$ cat src/design/sdiv_pkg.sv
`timescale 1ns / 1ps

package sdiv_pkg;

    localparam int DATA_WIDTH = 32;
    localparam int FIELD_W    = 32;
    localparam int CNT_W      = $clog2(DATA_WIDTH + 1);

    localparam logic [DATA_WIDTH-1:0] MAX_POS = {1'b0, {(DATA_WIDTH-1){1'b1}}};

    typedef enum logic [1:0] {
        S_IDLE,
        S_DIV,
        S_FIX
    } t_state;

    typedef struct packed {
        logic                  start;
        logic [DATA_WIDTH-1:0] dividend;
        logic [DATA_WIDTH-1:0] divisor;
    } t_div_ctrl;

    typedef struct packed {
        logic                  busy;
        logic                  done;
        logic [DATA_WIDTH-1:0] quotient;
    } t_div_stat;

    // most negative value maps onto itself, read as unsigned it is the right magnitude
    function automatic logic [DATA_WIDTH-1:0] magnitude(input logic [DATA_WIDTH-1:0] v);
        magnitude = v[DATA_WIDTH-1] ? (~v + 1'b1) : v;
    endfunction

endpackage

$ cat src/design/sdiv_core.sv
`timescale 1ns / 1ps

// unsigned restoring divider, one quotient bit per cycle
module sdiv_core (
    input  logic               i_clk,
    input  logic               i_rst_n,
    input  sdiv_pkg::t_div_ctrl i_ctrl,
    output sdiv_pkg::t_div_stat o_stat
);

    localparam int DW = sdiv_pkg::DATA_WIDTH;

    logic                         r_busy, n_busy;
    logic                         r_done, n_done;
    logic [sdiv_pkg::CNT_W-1:0]   r_cnt, n_cnt;
    logic [DW-1:0]                r_q, n_q;
    logic [DW-1:0]                r_rem, n_rem;
    logic [DW-1:0]                r_d, n_d;
    logic [DW:0]                  rem_sh;
    logic [DW:0]                  diff;

    always_comb begin
        rem_sh = {r_rem, r_q[DW-1]};
        diff   = rem_sh - {1'b0, r_d};
        n_busy = r_busy;
        n_done = 1'b0;
        n_cnt  = r_cnt;
        n_q    = r_q;
        n_rem  = r_rem;
        n_d    = r_d;
        if (i_ctrl.start) begin
            n_busy = 1'b1;
            n_cnt  = sdiv_pkg::CNT_W'(DW);
            n_q    = i_ctrl.dividend;
            n_rem  = '0;
            n_d    = i_ctrl.divisor;
        end else if (r_busy) begin
            // no borrow: subtract and take a one
            if (!diff[DW]) begin
                n_rem = diff[DW-1:0];
            end else begin
                n_rem = rem_sh[DW-1:0];
            end
            n_q   = {r_q[DW-2:0], ~diff[DW]};
            n_cnt = r_cnt - 1'b1;
            if (r_cnt == sdiv_pkg::CNT_W'(1)) begin
                n_busy = 1'b0;
                n_done = 1'b1;
            end
        end
    end

    always_ff @(posedge i_clk) begin
        if (!i_rst_n) begin
            r_busy <= 1'b0;
            r_done <= 1'b0;
            r_cnt  <= '0;
        end else begin
            r_busy <= n_busy;
            r_done <= n_done;
            r_cnt  <= n_cnt;
        end
    end

    always_ff @(posedge i_clk) begin
        r_q   <= n_q;
        r_rem <= n_rem;
        r_d   <= n_d;
    end

    assign o_stat.busy     = r_busy;
    assign o_stat.done     = r_done;
    assign o_stat.quotient = r_q;

    a_start_idle: assert property (@(posedge i_clk) disable iff (!i_rst_n)
        i_ctrl.start |-> !r_busy)
        else $error("divider started while busy");

    a_done_last: assert property (@(posedge i_clk) disable iff (!i_rst_n)
        (r_busy && r_cnt == sdiv_pkg::CNT_W'(1) && !i_ctrl.start) |=> r_done)
        else $error("last step did not raise done");

    a_done_after_busy: assert property (@(posedge i_clk) disable iff (!i_rst_n)
        r_done |-> !r_busy)
        else $error("done with divider still busy");

endmodule

$ cat src/design/signed_divider_saturating_unit.sv
`timescale 1ns / 1ps

// channel | direction | handshake                   | words
// in      | input     | i_in_valid / o_in_ready     | i_numerator, i_denominator
// out     | output    | o_out_valid / i_out_ready   | o_quotient
//
// After a word is taken the divider forms its quotient bit by bit; the sequencer then
// sees the divider's done flag in S_DIV and does the sign fix and saturation in S_FIX.
// Input is ready again only back in S_IDLE, so a new word waits until S_FIX is left.
// Reset clears the sequencer, the divider control and the output valid.
// A result waiting at the output does not block the next word; the finished
// quotient waits in the fixup state only if the output register is still full.
module signed_divider_saturating_unit (
    input  logic                          i_clk,
    input  logic                          i_rst_n,
    input  logic                          i_in_valid,
    output logic                          o_in_ready,
    input  logic signed [sdiv_pkg::FIELD_W-1:0] i_numerator,
    input  logic signed [sdiv_pkg::FIELD_W-1:0] i_denominator,
    output logic                          o_out_valid,
    input  logic                          i_out_ready,
    output logic signed [sdiv_pkg::FIELD_W-1:0] o_quotient
);

    localparam int DW = sdiv_pkg::DATA_WIDTH;

    sdiv_pkg::t_state    r_state, n_state;
    sdiv_pkg::t_div_ctrl ctrl;
    sdiv_pkg::t_div_stat stat;

    logic          r_nn, n_nn;
    logic          r_dn, n_dn;
    logic          r_zero, n_zero;
    logic          r_out_valid, n_out_valid;
    logic [DW-1:0] r_out_q, n_out_q;
    logic          in_acc;
    logic          load_out;
    logic          neg;
    logic          sat;
    logic [DW-1:0] fixed_q;
    logic [DW-1:0] num_w;
    logic [DW-1:0] den_w;

    assign num_w  = i_numerator[DW-1:0];
    assign den_w  = i_denominator[DW-1:0];
    assign in_acc = i_in_valid && o_in_ready;

    assign ctrl.start    = in_acc;
    assign ctrl.dividend = sdiv_pkg::magnitude(num_w);
    assign ctrl.divisor  = sdiv_pkg::magnitude(den_w);

    sdiv_core u_core (
        .i_clk   (i_clk),
        .i_rst_n (i_rst_n),
        .i_ctrl  (ctrl),
        .o_stat  (stat)
    );

    always_comb begin
        neg = (r_nn != r_dn) && (stat.quotient != '0);
        // zero divisor, or min over minus one
        sat = r_zero || (!neg && (stat.quotient > sdiv_pkg::MAX_POS));
        if (sat) begin
            fixed_q = sdiv_pkg::MAX_POS;
        end else if (neg) begin
            fixed_q = ~stat.quotient + 1'b1;
        end else begin
            fixed_q = stat.quotient;
        end
    end

    always_comb begin
        n_state    = r_state;
        n_nn       = r_nn;
        n_dn       = r_dn;
        n_zero     = r_zero;
        o_in_ready = 1'b0;
        load_out   = 1'b0;
        case (r_state)
            sdiv_pkg::S_IDLE: begin
                o_in_ready = 1'b1;
                if (i_in_valid) begin
                    n_nn    = num_w[DW-1];
                    n_dn    = den_w[DW-1];
                    n_zero  = (den_w == '0);
                    n_state = sdiv_pkg::S_DIV;
                end
            end
            sdiv_pkg::S_DIV: begin
                if (stat.done) begin
                    n_state = sdiv_pkg::S_FIX;
                end
            end
            sdiv_pkg::S_FIX: begin
                if (!r_out_valid || i_out_ready) begin
                    load_out = 1'b1;
                    n_state  = sdiv_pkg::S_IDLE;
                end
            end
            default: begin
                n_state = sdiv_pkg::S_IDLE;
            end
        endcase
    end

    always_comb begin
        n_out_q = r_out_q;
        if (load_out) begin
            n_out_valid = 1'b1;
            n_out_q     = fixed_q;
        end else if (i_out_ready) begin
            n_out_valid = 1'b0;
        end else begin
            n_out_valid = r_out_valid;
        end
    end

    always_ff @(posedge i_clk) begin
        if (!i_rst_n) begin
            r_state     <= sdiv_pkg::S_IDLE;
            r_out_valid <= 1'b0;
        end else begin
            r_state     <= n_state;
            r_out_valid <= n_out_valid;
        end
    end

    always_ff @(posedge i_clk) begin
        r_nn    <= n_nn;
        r_dn    <= n_dn;
        r_zero  <= n_zero;
        r_out_q <= n_out_q;
    end

    assign o_out_valid = r_out_valid;
    assign o_quotient  = sdiv_pkg::FIELD_W'(r_out_q);

    a_accept_starts: assert property (@(posedge i_clk) disable iff (!i_rst_n)
        in_acc |=> (r_state == sdiv_pkg::S_DIV && stat.busy))
        else $error("accepted word did not start the divider");

    a_done_in_div: assert property (@(posedge i_clk) disable iff (!i_rst_n)
        stat.done |-> r_state == sdiv_pkg::S_DIV)
        else $error("divider finished outside the divide state");

    a_fix_loads: assert property (@(posedge i_clk) disable iff (!i_rst_n)
        (r_state == sdiv_pkg::S_FIX && !r_out_valid) |=>
        (r_out_valid && r_state == sdiv_pkg::S_IDLE))
        else $error("fixup did not load an empty output register");

endmodule
$ cat config.mk
export PLATFORM = sky130hd
export DESIGN_NAME = signed_divider_saturating_unit
export DESIGN_NICKNAME = d
export VERILOG_FILES = /design/src/design/sdiv_pkg.sv /design/src/design/sdiv_core.sv /design/src/design/signed_divider_saturating_unit.sv
export SDC_FILE = /design/constraint.sdc
export NUM_CORES = 1
export LEC_CHECK = 0
export ABC_CLOCK_PERIOD_IN_PS = 3750
export BUFFER_PORTS_ARGS = -buffer_cell sky130_fd_sc_hd__buf_2
export CAP_MARGIN = 20
export CORE_ASPECT_RATIO = 0.6
export CORE_MARGIN = 10
export CORE_UTILIZATION = 30
export DETAILED_ROUTE_END_ITERATION = 6
export PLACE_DENSITY_LB_ADDON = 0.2
export SYNTH_ARGS = -nofsm -noshare
export SYNTH_HDL_FRONTEND = slang
export SYNTH_SLANG_ARGS = --single-unit
$ cat constraint.sdc
create_clock -name i_clk -period 3.75 [get_ports i_clk]
set_clock_uncertainty 0.2 [all_clocks]
set_input_delay 0.5625 -clock i_clk [delete_from_list [all_inputs] [get_ports i_clk]]
set_output_delay 0.5625 -clock i_clk [all_outputs]
set_load 0.05 [all_outputs]
Word level (Yosys, flattened, before mapping)
Cells that the tools add are included.
Widths: inputs -> output; s select.
- output and inout port bits: 34
- input bits: 68
- flip-flop bits (word level): 142
- bitwise gates (word level): 6
- add/sub/neg operators: 5
- equality and inequality tests: 7
- reductions and logical operators: 16
- magnitude comparators: 1
- mux-type cells: 21
- operator list (operator ; number):
    $mux 32 ; 5
    $add 32x1->32 const B ; 3
    $not 32->32 ; 3
    $sub 33x32->33 ; 1
    $gt 32x31->1 const B ; 1
    $logic_not 32->1 ; 1
    $reduce_bool 32->1 ; 1
    $mux 31 ; 1
    $mux 6 ; 2
    $mux 1 ; 9
    $eq 6x1->1 const B ; 1
    $mux 2 ; 3
    $pmux 2 s3 ; 1
    $sub 6x1->6 const B ; 1
    $ne 2x2->1 const B ; 2
    $reduce_bool 2->1 ; 2
    $logic_and 1x1->1 ; 3
    $not 1->1 ; 3
    $reduce_and 3->1 ; 1
    $reduce_or 3->1 ; 1
    $eq 2x1->1 const B ; 1
    $eq 2x2->1 const B ; 1
    $logic_not 1->1 ; 2
    $logic_not 2->1 ; 1
    other kinds (5) ; 6

Longest topological paths before layout
Gate-level depths: netlist (run 1).
- word-level depth: 5
- depth in mapped cells: 13

Hierarchy
A second synthesis (run 1) with hierarchy kept.
- cell total of the unflattened synthesis: 992
- area, all modules: 9678.0 um^2
- by module, submodules not included (module ; times used ; area an instance (um^2) ; cells an instance):
    sdiv_core ; 1 ; 6148.4 ; 590
    signed_divider_saturating_unit ; 1 ; 3529.6 ; 402

Worst setup path before layout (run 1)
Ideal clock, no wire load.
- path kind: input-to-reg
- start point: input port i_numerator[8] in the netlist's numbering
- end point: register u_core.r_q[28] (data pin)
- data required time: 3.286 ns
- path buffers: 0
- arrival time: 3.349 ns
- stages on the path: 8
- library setup time: 0.264 ns
- setup slack: -0.063 ns
- cell sequence: or4_4 -> or4_1 -> or4_4 -> or4_4 -> or4_4 -> o31ai_2 -> xor2_1 -> o21ai_1
- cells in the longest elaborated chain, start to end: 4
- RTL lines (item ; RTL line ; text):
    start: declaration ; signed_divider_saturating_unit.sv:18 ; input logic signed [sdiv_pkg::FIELD_W-1:0] i_numerator,
    $not 32->32 ; sdiv_pkg.sv:31 ; magnitude = v[DATA_WIDTH-1] ? (~v + 1'b1) : v;
    $add 32x1->32 ; sdiv_pkg.sv:31 ;
    $mux 32 ; sdiv_pkg.sv:31 ;
    $mux 32 ; sdiv_core.sv:31 ; if (i_ctrl.start) begin
    net u_core.n_q[28] ; sdiv_core.sv:16 ; logic [DW-1:0] r_q, n_q;
    end signal: assignment ; sdiv_core.sv:66 ; r_q <= n_q;
    end: declaration ; sdiv_core.sv:16 ;
The timed path passes the listed nets, and every way through them passes these cells.
A chain may end at the register's enable or synchronous reset.

Worst setup path after layout (run 1)
- start point: input port i_numerator[8] in the netlist's numbering
- end point: register u_core.r_q[29] (data pin)
Same word-level chain as after synthesis.

==> results of run 1 <==
-- per-stage QoR --
stage	utilization [%]	std cells	instance area (µm²)	setup slack, ps
4_1_cts	36.81	1479	10680	40.72
6_report	37.17	1486	10780	121.4
3_5_place_dp	34.77	1447	10090	-324.5
5_1_grt	37.15	1484	10780	29.61
3_3_place_gp	34.77	1447	10090	-254.3
2_1_floorplan	-	947	8902	-62.60
-- area by class of cell --
cell class	count	area (µm²)
Fill cell	2927	18230
Clock inverter	15	163.9
Multi-Input combinational cell	712	4761
Inverter	52	195.2
Timing Repair Buffer	144	892.1
Antenna cell	4	10.01
Tap cell	400	500.5
Sequential cell	142	3834
Clock buffer	17	425.4
-- cell families after synthesis --
family                   share of synthesized area (%)
AND/OR/NAND/NOR                                  14.85
AO/OA/AOI/OAI                                    18.13
flip-flops                                       43.09
XOR/XNOR                                         11.62
buffers and inverters                            4.064
adder cells (fa/ha/maj)                          5.428
multiplexers                                     2.827
-- sequential cells by signal (all words and copies together) (netlist names), 2 cells and up --
signal,flops
o_quotient,32
u_core.r_cnt,6
r_state,2
u_core.r_d,32
u_core.r_rem,32
u_core.r_q,32
-- synthesized netlist by cell type, drive strengths merged, types with 3 or more instances --
cell type	instances
nand2b	9
edfxtp	99
dfxtp	43
o21ai	108
and2	3
nand3b	3
o21a	5
buf	6
o41ai	13
o211ai	3
a21o	9
nor2b	5
nand4	12
nor2	39
or2	3
o31ai	26
nor3	17
xor2	59
nor4	7
a31oi	6
inv	52
clkbuf	34
nand3	16
or4	20
o21bai	3
or3	11
a21oi	60
xnor2	59
nand2	117
a211oi	8
ha	37
a21boi	3
mux2i	24
-- per-layer routing --
metal	global-route usage, %	wire length, µm	up-vias
met5	0	13	-
met3	3.376	1217	12
li1	-	-	3706
met4	2.684	176	2
met2	17.84	9714	120
met1	20.31	13800	3387
-- worst reg2reg max path: stages, from the launching register on --
cell,delay [ps]
edfxtp_1,350
inv_1,70
ha_1,230
fa_2,370
nor2b_2,140
o2111ai_1,150
a211oi_2,230
buf_4,140
o31a_1,250
o21ai_2,110
o31ai_2,230
buf_4,200
xor2_4,170
buf_12,150
clkbuf_16,150
mux2i_1,210
a21oi_1,90
-- repair_timing --
item	in CTS	in global routing
setup endpoints to repair	0	33
gates resized for setup	0	6
buffers inserted	0	1
-- worst max-delay path by stage --
stage                   startpoint               end  slack, ps  depth (start not counted)
floorplan           i_numerator[8]    u_core.r_q[28]        -60                          8
global placement    i_numerator[8]    u_core.r_q[28]       -250                          9
detailed placement  i_numerator[8]    u_core.r_q[29]       -320                          9
CTS                 u_core.r_q[31]   u_core.r_rem[3]         40                         15
global route        u_core.r_q[31]  u_core.r_rem[30]         30                         16
finish              i_numerator[8]    u_core.r_q[29]        120                          9
-- power by group --
part | switching [mW] | internal, mW
logic | 0.668 | 0.498
clock network | 0.780 | 0.952
registers | 0.128 | 1.84
total | 1.58 | 3.29
==> impl_metrics.json, run 1 <==
{
  "status": "finished clean",
  "worstRegToRegCells": 16,
  "drive_gt1_share_pct": 19.04,
  "core_area_mm2": 0.02901,
  "clk_pin_slew_worst_paths_ps": 70,
  "max_freq_mhz": 275.6,
  "grt_pass1_vias": 6777,
  "cp-end-kind": "register",
  "final_common_cell": "nand2_1",
  "slew_headroom_pct": 26.70,
  "ys_seq_area_share_pct": 43.09,
  "yosysWarnings": 0,
  "pin_count": 102,
  "worstReg2RegStart": "u_core.r_q[31]",
  "min_to": "u_core.r_d[0]",
  "crit_required_ps": 3710,
  "cp_slowest_cell": "or4_4",
  "synthTopCellsByArea": "edfxtp_1, dfxtp_1, xnor2_1, xor2_1, o21ai_0",
  "routedWlPerCell_um": 16.77,
  "grt_pass1_wl_um": 39460,
  "r2r-end": "u_core.r_rem[5]",
  "drc": 0,
  "timing.hold.ws_ps": 170.5,
  "syn_inst": 947,
  "synth_cell_type_count": 61,
  "groute.usage.overall_pct": 13.24,
  "setup_violations": 0,
  "setup_tns_ps": 0,
  "gp_congestion": 0.8419,
  "yosys.area.top_type_share_pct": 33.41,
  "dp_hpwl_um": 19260,
  "overflow": 0,
  "yosys.area.top_type": "edfxtp_1",
  "area_growth_syn_to_layout_pct": 21.18,
  "io_buffers": 101,
  "path_cells": "buf_2 > or4_4 > or4_4 > or4_4 > or4_1 > or4_4 > o41ai_2 > xor2_1 > o21ai_1",
  "critical_path.max_fanout": 4,
  "async_flop_share_pct": 0,
  "synth_area_per_cell_um2": 9.395,
  "antenna_found_initial": 5,
  "cts.path.max_buffers": 2,
  "syn-num-nets": 1053,
  "row_count": 48,
  "critPathKind": "primary input to register",
  "drv_cap": 0,
  "rrSetupSlack_ps": 190,
  "cts_tree": "yes",
  "fin_crit_sh_pct": 96.76,
  "timing.critical_path.mode_cell": "or4_4",
  "ys.flop_type": "edfxtp_1",
  "hold_buffers": 0,
  "final-max-slew-violation-count": 0,
  "start_util_pct": 30.67,
  "hold_class": "primary input to register",
  "arrival_ps": 3590,
  "worstSetupStartpointType": "primary input",
  "numCtsBuffers": 17,
  "htreeDepth": 4,
  "totalWireLength_um": 24920,
  "cp_num_buf_inv": 1,
  "hold_depth": 1,
  "clk_latency_ps": 430,
  "powerDensity_mw_per_mm2": 451.7,
  "synth_edf_count": 99,
  "nets": 1175,
  "period_minus_slack_ps": 3629,
  "ys_seq_elements": 142,
  "crit_family": "simple AND/OR/NAND/NOR gates",
  "dieArea_mm2": 0.03717,
  "grt_max_degree": 81,
  "ant_nets": 0,
  "rsz0062_at_grt": "false",
  "worstHoldStart": "i_denominator[0]",
  "die_w_um": 242.3,
  "cpPeakStageDelay_ps": 540,
  "ir_drop_v": 0.0003068,
  "viasPerCell": 4.863,
  "netlist_area_mm2": 0.008897,
  "die_h_um": 153.4,
  "final_cell_mix": "nand2_1, buf_2, edfxtp_1",
  "hold_viol_final": 0,
  "power.total_mw": 4.870,
  "firstDrtPassIters": 5,
  "drt_iter0_drc": 461,
  "via_count": 7227,
  "root_buffer": "clkbuf_16",
  "tightest_slew_ps": 1095,
  "leakagePower_nw": 4.171,
  "cts_sinks": 142
}
Power figures use the tool's default switching activity.
==> run 2: changes to the inputs <==
--- a/config.mk
+++ b/config.mk
@@ -8,9 +8,9 @@
 export ABC_CLOCK_PERIOD_IN_PS = 3750
 export BUFFER_PORTS_ARGS = -buffer_cell sky130_fd_sc_hd__buf_2
 export CAP_MARGIN = 20
-export CORE_ASPECT_RATIO = 0.6
+export CORE_ASPECT_RATIO = 1.2
 export CORE_MARGIN = 10
-export CORE_UTILIZATION = 30
+export CORE_UTILIZATION = 39
 export DETAILED_ROUTE_END_ITERATION = 6
 export PLACE_DENSITY_LB_ADDON = 0.2
 export SYNTH_ARGS = -nofsm -noshare
==> impl_metrics.json, run 2 (synthesized netlist as in run 1, its figures left out) <==
{
  "crit_family": "simple AND/OR/NAND/NOR gates",
  "grt_pass1_vias": 6953,
  "groute.usage.overall_pct": 14.08,
  "cts_tree": "yes",
  "cp_slowest_cell": "or4_4",
  "drv_cap": 0,
  "grt_pass1_wl_um": 33430,
  "r2r-end": "u_core.r_rem[23]",
  "fin_crit_sh_pct": 97.43,
  "clk_pin_slew_worst_paths_ps": 60,
  "cts.path.max_buffers": 2,
  "period_minus_slack_ps": 3654,
  "via_count": 7118,
  "hold_depth": 1,
  "min_to": "u_core.r_d[0]",
  "nets": 1177,
  "root_buffer": "clkbuf_16",
  "antenna_cells": 0,
  "numCtsBuffers": 17,
  "cts_sinks": 142,
  "critPathKind": "primary input to register",
  "io_buffers": 101,
  "core_area_mm2": 0.02245,
  "firstDrtPassIters": 5,
  "path_cells": "buf_2 > or4_4 > or4_1 > or4_4 > or4_4 > or4_4 > o31ai_2 > xor2_1 > o21ai_1",
  "drt_iter0_drc": 308,
  "slew_headroom_pct": 58.08,
  "drive_gt1_share_pct": 19.28,
  "worstReg2RegStart": "u_core.r_q[31]",
  "critical_path.max_fanout": 4,
  "routedWlPerCell_um": 15.23,
  "leakagePower_nw": 4.188,
  "cp_num_buf_inv": 1,
  "hold_buffers": 0,
  "row_count": 60,
  "ir_drop_v": 0.0003381,
  "clk_latency_ps": 430,
  "power.total_mw": 4.906,
  "timing.critical_path.mode_cell": "or4_4",
  "overflow": 0,
  "htreeDepth": 4,
  "die_w_um": 157.9,
  "timing.hold.ws_ps": 163.0,
  "ant_nets": 0,
  "cpPeakStageDelay_ps": 540,
  "viasPerCell": 5.222,
  "cp-end-kind": "register",
  "setup_ws_ps": 96.47,
  "final_common_cell": "nand2_1",
  "placed_cell_area_mm2": 0.009943,
  "worstRegToRegCells": 16,
  "drc": 0,
  "worstSetupStartpointType": "primary input",
  "die_h_um": 185.5,
  "pre_cts_ws_ps": -347.3,
  "hold_viol_final": 0,
  "final_cell_mix": "nand2_1, buf_2, edfxtp_1",
  "dieArea_mm2": 0.02928,
  "hold_class": "primary input to register",
  "antenna_found_initial": 0,
  "gp_congestion": 0.8911,
  "worstHoldStart": "i_denominator[0]",
  "tightest_slew_ps": 622.2,
  "dp_hpwl_um": 15560,
  "arrival_ps": 3620,
  "max_freq_mhz": 273.7,
  "final-max-slew-violation-count": 0,
  "powerDensity_mw_per_mm2": 459.1,
  "area_growth_syn_to_layout_pct": 20.10,
  "pin_count": 102,
  "totalWireLength_um": 20760,
  "rrSetupSlack_ps": 200,
  "status": "finished clean",
  "fin_area_mm2": 0.01069,
  "grt_max_degree": 61,
  "start_util_pct": 39.64,
  "crit_required_ps": 3720,
  "crit_start": "i_numerator[8]",
  "setup_violations": 0
}
## run 2: cell count changes in the layout (fill, tap and decap cells not counted), sizes merged
cell	delta
diode	-4
clkbuf	+3
buf	+2
clkinv	+2
bufinv	+3
inv	-8
## run 2: how the worst max path moves through the flow
stage,endpoint,cells past startpoint
after floorplan,u_core.r_q[28],8
after global placement,u_core.r_q[28],9
after detailed placement,u_core.r_q[26],9
after CTS,u_core.r_rem[14],15
after global routing,u_core.r_rem[23],16
final,u_core.r_q[28],9
## run 2: cell type report
cell class                 instances  area, µm²
sequential                       142       3834
tap                              279      349.1
clock buffer                      20      436.7
multi-input combinational        712       4766
fill                            2149      11760
timing repair buffer             146      923.4
inverter                          52      195.2
clock inverter                    12      181.4
## run 2: metal layers
metal,vias up,GRT usage [%],share of wire [%]
met5,-,0,0
met4,0,4.944,1.9
met3,27,2.725,5.1
met2,165,24.62,49
met1,3227,16.77,43
li1,3699,-,-
## run 2: stage by stage
step	setup TNS (ps)	util (%)	cells
floorplan	-202.3	-	947
global route	-45.46	47.60	1363
finish	0	47.60	1363
global placement	-2280	44.30	1326
detailed placement	-2370	44.30	1326
CTS	0	47.05	1358
## run 2: repair_timing
| action | 4_1_cts | 5_1_grt |
|---|---|---|
| buffers inserted | 0 | 1 |
| endpoints found under the setup margin | 0 | 33 |
| resized for setup | 0 | 9 |
## run 2: power by group
part	internal [mW]	switching, mW	leakage [nW]
clock	1.12	0.681	0.300
combinational	0.506	0.637	2.60
sequential	1.85	0.116	1.29
total	3.47	1.43	4.19
==> run 3: changes to the inputs <==
--- a/config.mk
+++ b/config.mk
@@ -5,6 +5,7 @@
 export SDC_FILE = /design/constraint.sdc
 export NUM_CORES = 1
 export LEC_CHECK = 0
+export ABC_AREA = 1
 export ABC_CLOCK_PERIOD_IN_PS = 3750
 export BUFFER_PORTS_ARGS = -buffer_cell sky130_fd_sc_hd__buf_2
 export CAP_MARGIN = 20
@@ -12,7 +13,6 @@
 export CORE_MARGIN = 10
 export CORE_UTILIZATION = 39
 export DETAILED_ROUTE_END_ITERATION = 6
-export PLACE_DENSITY_LB_ADDON = 0.2
 export SYNTH_ARGS = -nofsm -noshare
 export SYNTH_HDL_FRONTEND = slang
 export SYNTH_SLANG_ARGS = --single-unit
==> impl_metrics.json, run 3 <==
{
  "io_buffers": 101,
  "area_growth_syn_to_layout_pct": 14.07,
  "final_cell_mix": "nand2_1, inv_1, nor2_1",
  "ys.flop_type": "edfxtp_1",
  "yosysMostFrequentCell": "nand2_1",
  "synth-adder-area-share_pct": 4.560,
  "multi_input_area_mm2": 0.005509,
  "setup_violations": 0,
  "critical_path.max_fanout": 12,
  "drive_gt1_share_pct": 9.521,
  "grt_max_degree": 45,
  "cts_tree": "yes",
  "hold_depth": 3,
  "synth_area_per_cell_um2": 6.623,
  "row_count": 66,
  "setup_tns_ps": 0,
  "rrSetupSlack_ps": 650,
  "hold_viol_final": 0,
  "dieArea_mm2": 0.03417,
  "synthTopCellsByArea": "edfxtp_1, nand2_1, inv_1, dfxtp_1, nand3_1",
  "synth_compound_area_share_pct": 6.841,
  "yosysWarnings": 0,
  "grt_pass1_vias": 9822,
  "antenna_found_initial": 0,
  "grt_pass1_wl_um": 49420,
  "pin_count": 102,
  "overflow": 0,
  "syn_inst": 1599,
  "numCtsBuffers": 17,
  "firstDrtPassIters": 5,
  "crit_required_ps": 3710,
  "worstRegToRegCells": 16,
  "groute.usage.overall_pct": 18.12,
  "final-max-slew-violation-count": 0,
  "via_count": 9980,
  "htreeDepth": 4,
  "max_freq_mhz": 322.4,
  "yosys.area.top_type_share_pct": 28.07,
  "clk_pin_slew_worst_paths_ps": 60,
  "ys_seq_elements": 142,
  "clk_latency_ps": 430,
  "leakagePower_nw": 5.991,
  "cts.path.max_buffers": 2,
  "period_minus_slack_ps": 3101,
  "min_to": "u_core.r_cnt[5]",
  "powerDensity_mw_per_mm2": 366.9,
  "fin_crit_sh_pct": 82.70,
  "die_h_um": 200.5,
  "totalWireLength_um": 30660,
  "drt_iter0_drc": 691,
  "fill_cells": 2861,
  "ir_drop_v": 0.0002255,
  "hold_class": "primary input to register",
  "drc": 0,
  "ys_seq_area_share_pct": 36.20,
  "yosys.area.top_type": "edfxtp_1",
  "async_flop_share_pct": 0,
  "status": "finished clean",
  "netlist_area_mm2": 0.01059,
  "setup_ws_ps": 648.7,
  "core_area_mm2": 0.02692,
  "worstSetupStartpointType": "register",
  "final_common_cell": "nand2_1",
  "worstReg2RegStart": "u_core.r_q[31]",
  "antenna_cells": 0,
  "yosys.area_share.simple_pct": 35.21,
  "cp-end-kind": "register",
  "rsz0062_at_grt": "false",
  "ant_nets": 0,
  "synth_top_family_by_area": "simple AND/OR/NAND/NOR gates",
  "yosys-top-cells-count": "nand2_1, inv_1, nor2_1",
  "die_w_um": 170.4,
  "cts_setup_buffers": 0,
  "drv_cap": 0,
  "gp_congestion": 0.9402,
  "tightest_slew_ps": 979.5,
  "pre_cts_ws_ps": 689.9,
  "slew_headroom_pct": 34.55,
  "start_util_pct": 39.34,
  "postCtsResizedCells": 0,
  "hold_buffers": 0,
  "area.sequential_mm2": 0.003834,
  "root_buffer": "clkbuf_16",
  "syn-num-nets": 1705,
  "worstHoldStart": "i_rst_n",
  "yosys-mux-area-fraction_pct": 0,
  "synth_edf_count": 99,
  "routedWlPerCell_um": 14.94,
  "dp_hpwl_um": 24090,
  "synth-xor-area-share_pct": 5.293,
  "nets": 1805,
  "synth_cell_type_count": 37,
  "power.total_mw": 4.432,
  "viasPerCell": 4.864,
  "critPathKind": "register to register",
  "arrival_ps": 3060,
  "cts_sinks": 142,
  "r2r-end": "u_core.r_q[0]"
}
==> run 3: changes by cell type after synthesis, moves of 19 or more <==
cell and change:
xor2_1 -21, o31ai_1 -20, xnor2_1 -33, nand2_1 +409, nor2_1 +110, o21ai_0 -31
inv_1 +240, nand3_1 +116, mux2i_1 -24, a21oi_1 -19
==> run 3: report_power, final <==
part           switching, mW  internal, mW
Combinational          0.501         0.245
Sequential            0.0784          1.81
Clock                  0.689          1.11
==> run 3: worst max-delay path: stages (launching register included) <==
cell and delay [ps]:
edfxtp_1 360, inv_1 90, ha_1 230, fa_1 410, inv_1 100, nand3_1 60, nand2_1 170, nand2_1 70
nand2_1 120, nand2_1 80, nand2_2 80, nand2_2 80, nand2_2 70, nand2_1 60, nand2_2 240, buf_4 300
o21ai_0 100
==> run 3: stage by stage <==
step | instance area, µm² | util, % | hold WS, ps | instances
floorplan | 10590 | - | 240.2 | 1599
global placement | 11470 | 42.62 | 256.3 | 2020
detailed placement | 11470 | 42.62 | 262.6 | 2020
CTS | 12080 | 44.87 | 152.3 | 2052
global route | 12080 | 44.87 | 164.7 | 2052
finish | 12080 | 44.87 | 164.2 | 2052
==> run 3: final cells by class <==
type / count / share of cell area [%]
clock inverter: 12 / 1.398
tap: 340 / 3.522
timing repair buffer: 113 / 4.930
multi-input combinational: 1129 / 45.60
sequential: 142 / 31.73
clock buffer: 20 / 3.615
inverter: 296 / 9.197
==> run 3: per-layer routing <==
layer / vias up / global-route usage [%] / wire [µm]
li1: 5227 / - / -
met2: 221 / 33.75 / 16200
met4: 0 / 7.468 / 995
met3: 49 / 2.676 / 911
met5: - / 0 / 0
met1: 4483 / 19.79 / 12550
==> run 3: kinds of logic (layout without fill, tap and decap cells) <==
group / Yosys count / in the layout
flops: 142 / 142
simple gates: 893 / 893
xor+xnor: 64 / 64
compound gates: 134 / 134
buf+inv: 328 / 441
fa+ha+maj: 38 / 38
==> run 3: worst max-delay path by stage <==
| stage | start | endpoint | cells past startpoint |
|---|---|---|---|
| after floorplan | r_state[1] | u_core.r_q[16] | 6 |
| after global placement | u_core.r_q[31] | u_core.r_q[0] | 16 |
| after global routing | u_core.r_q[31] | u_core.r_rem[31] | 17 |
| after CTS | u_core.r_q[31] | u_core.r_q[0] | 16 |
| final | u_core.r_q[31] | u_core.r_q[0] | 16 |
| after detailed placement | u_core.r_q[31] | u_core.r_q[0] | 16 |
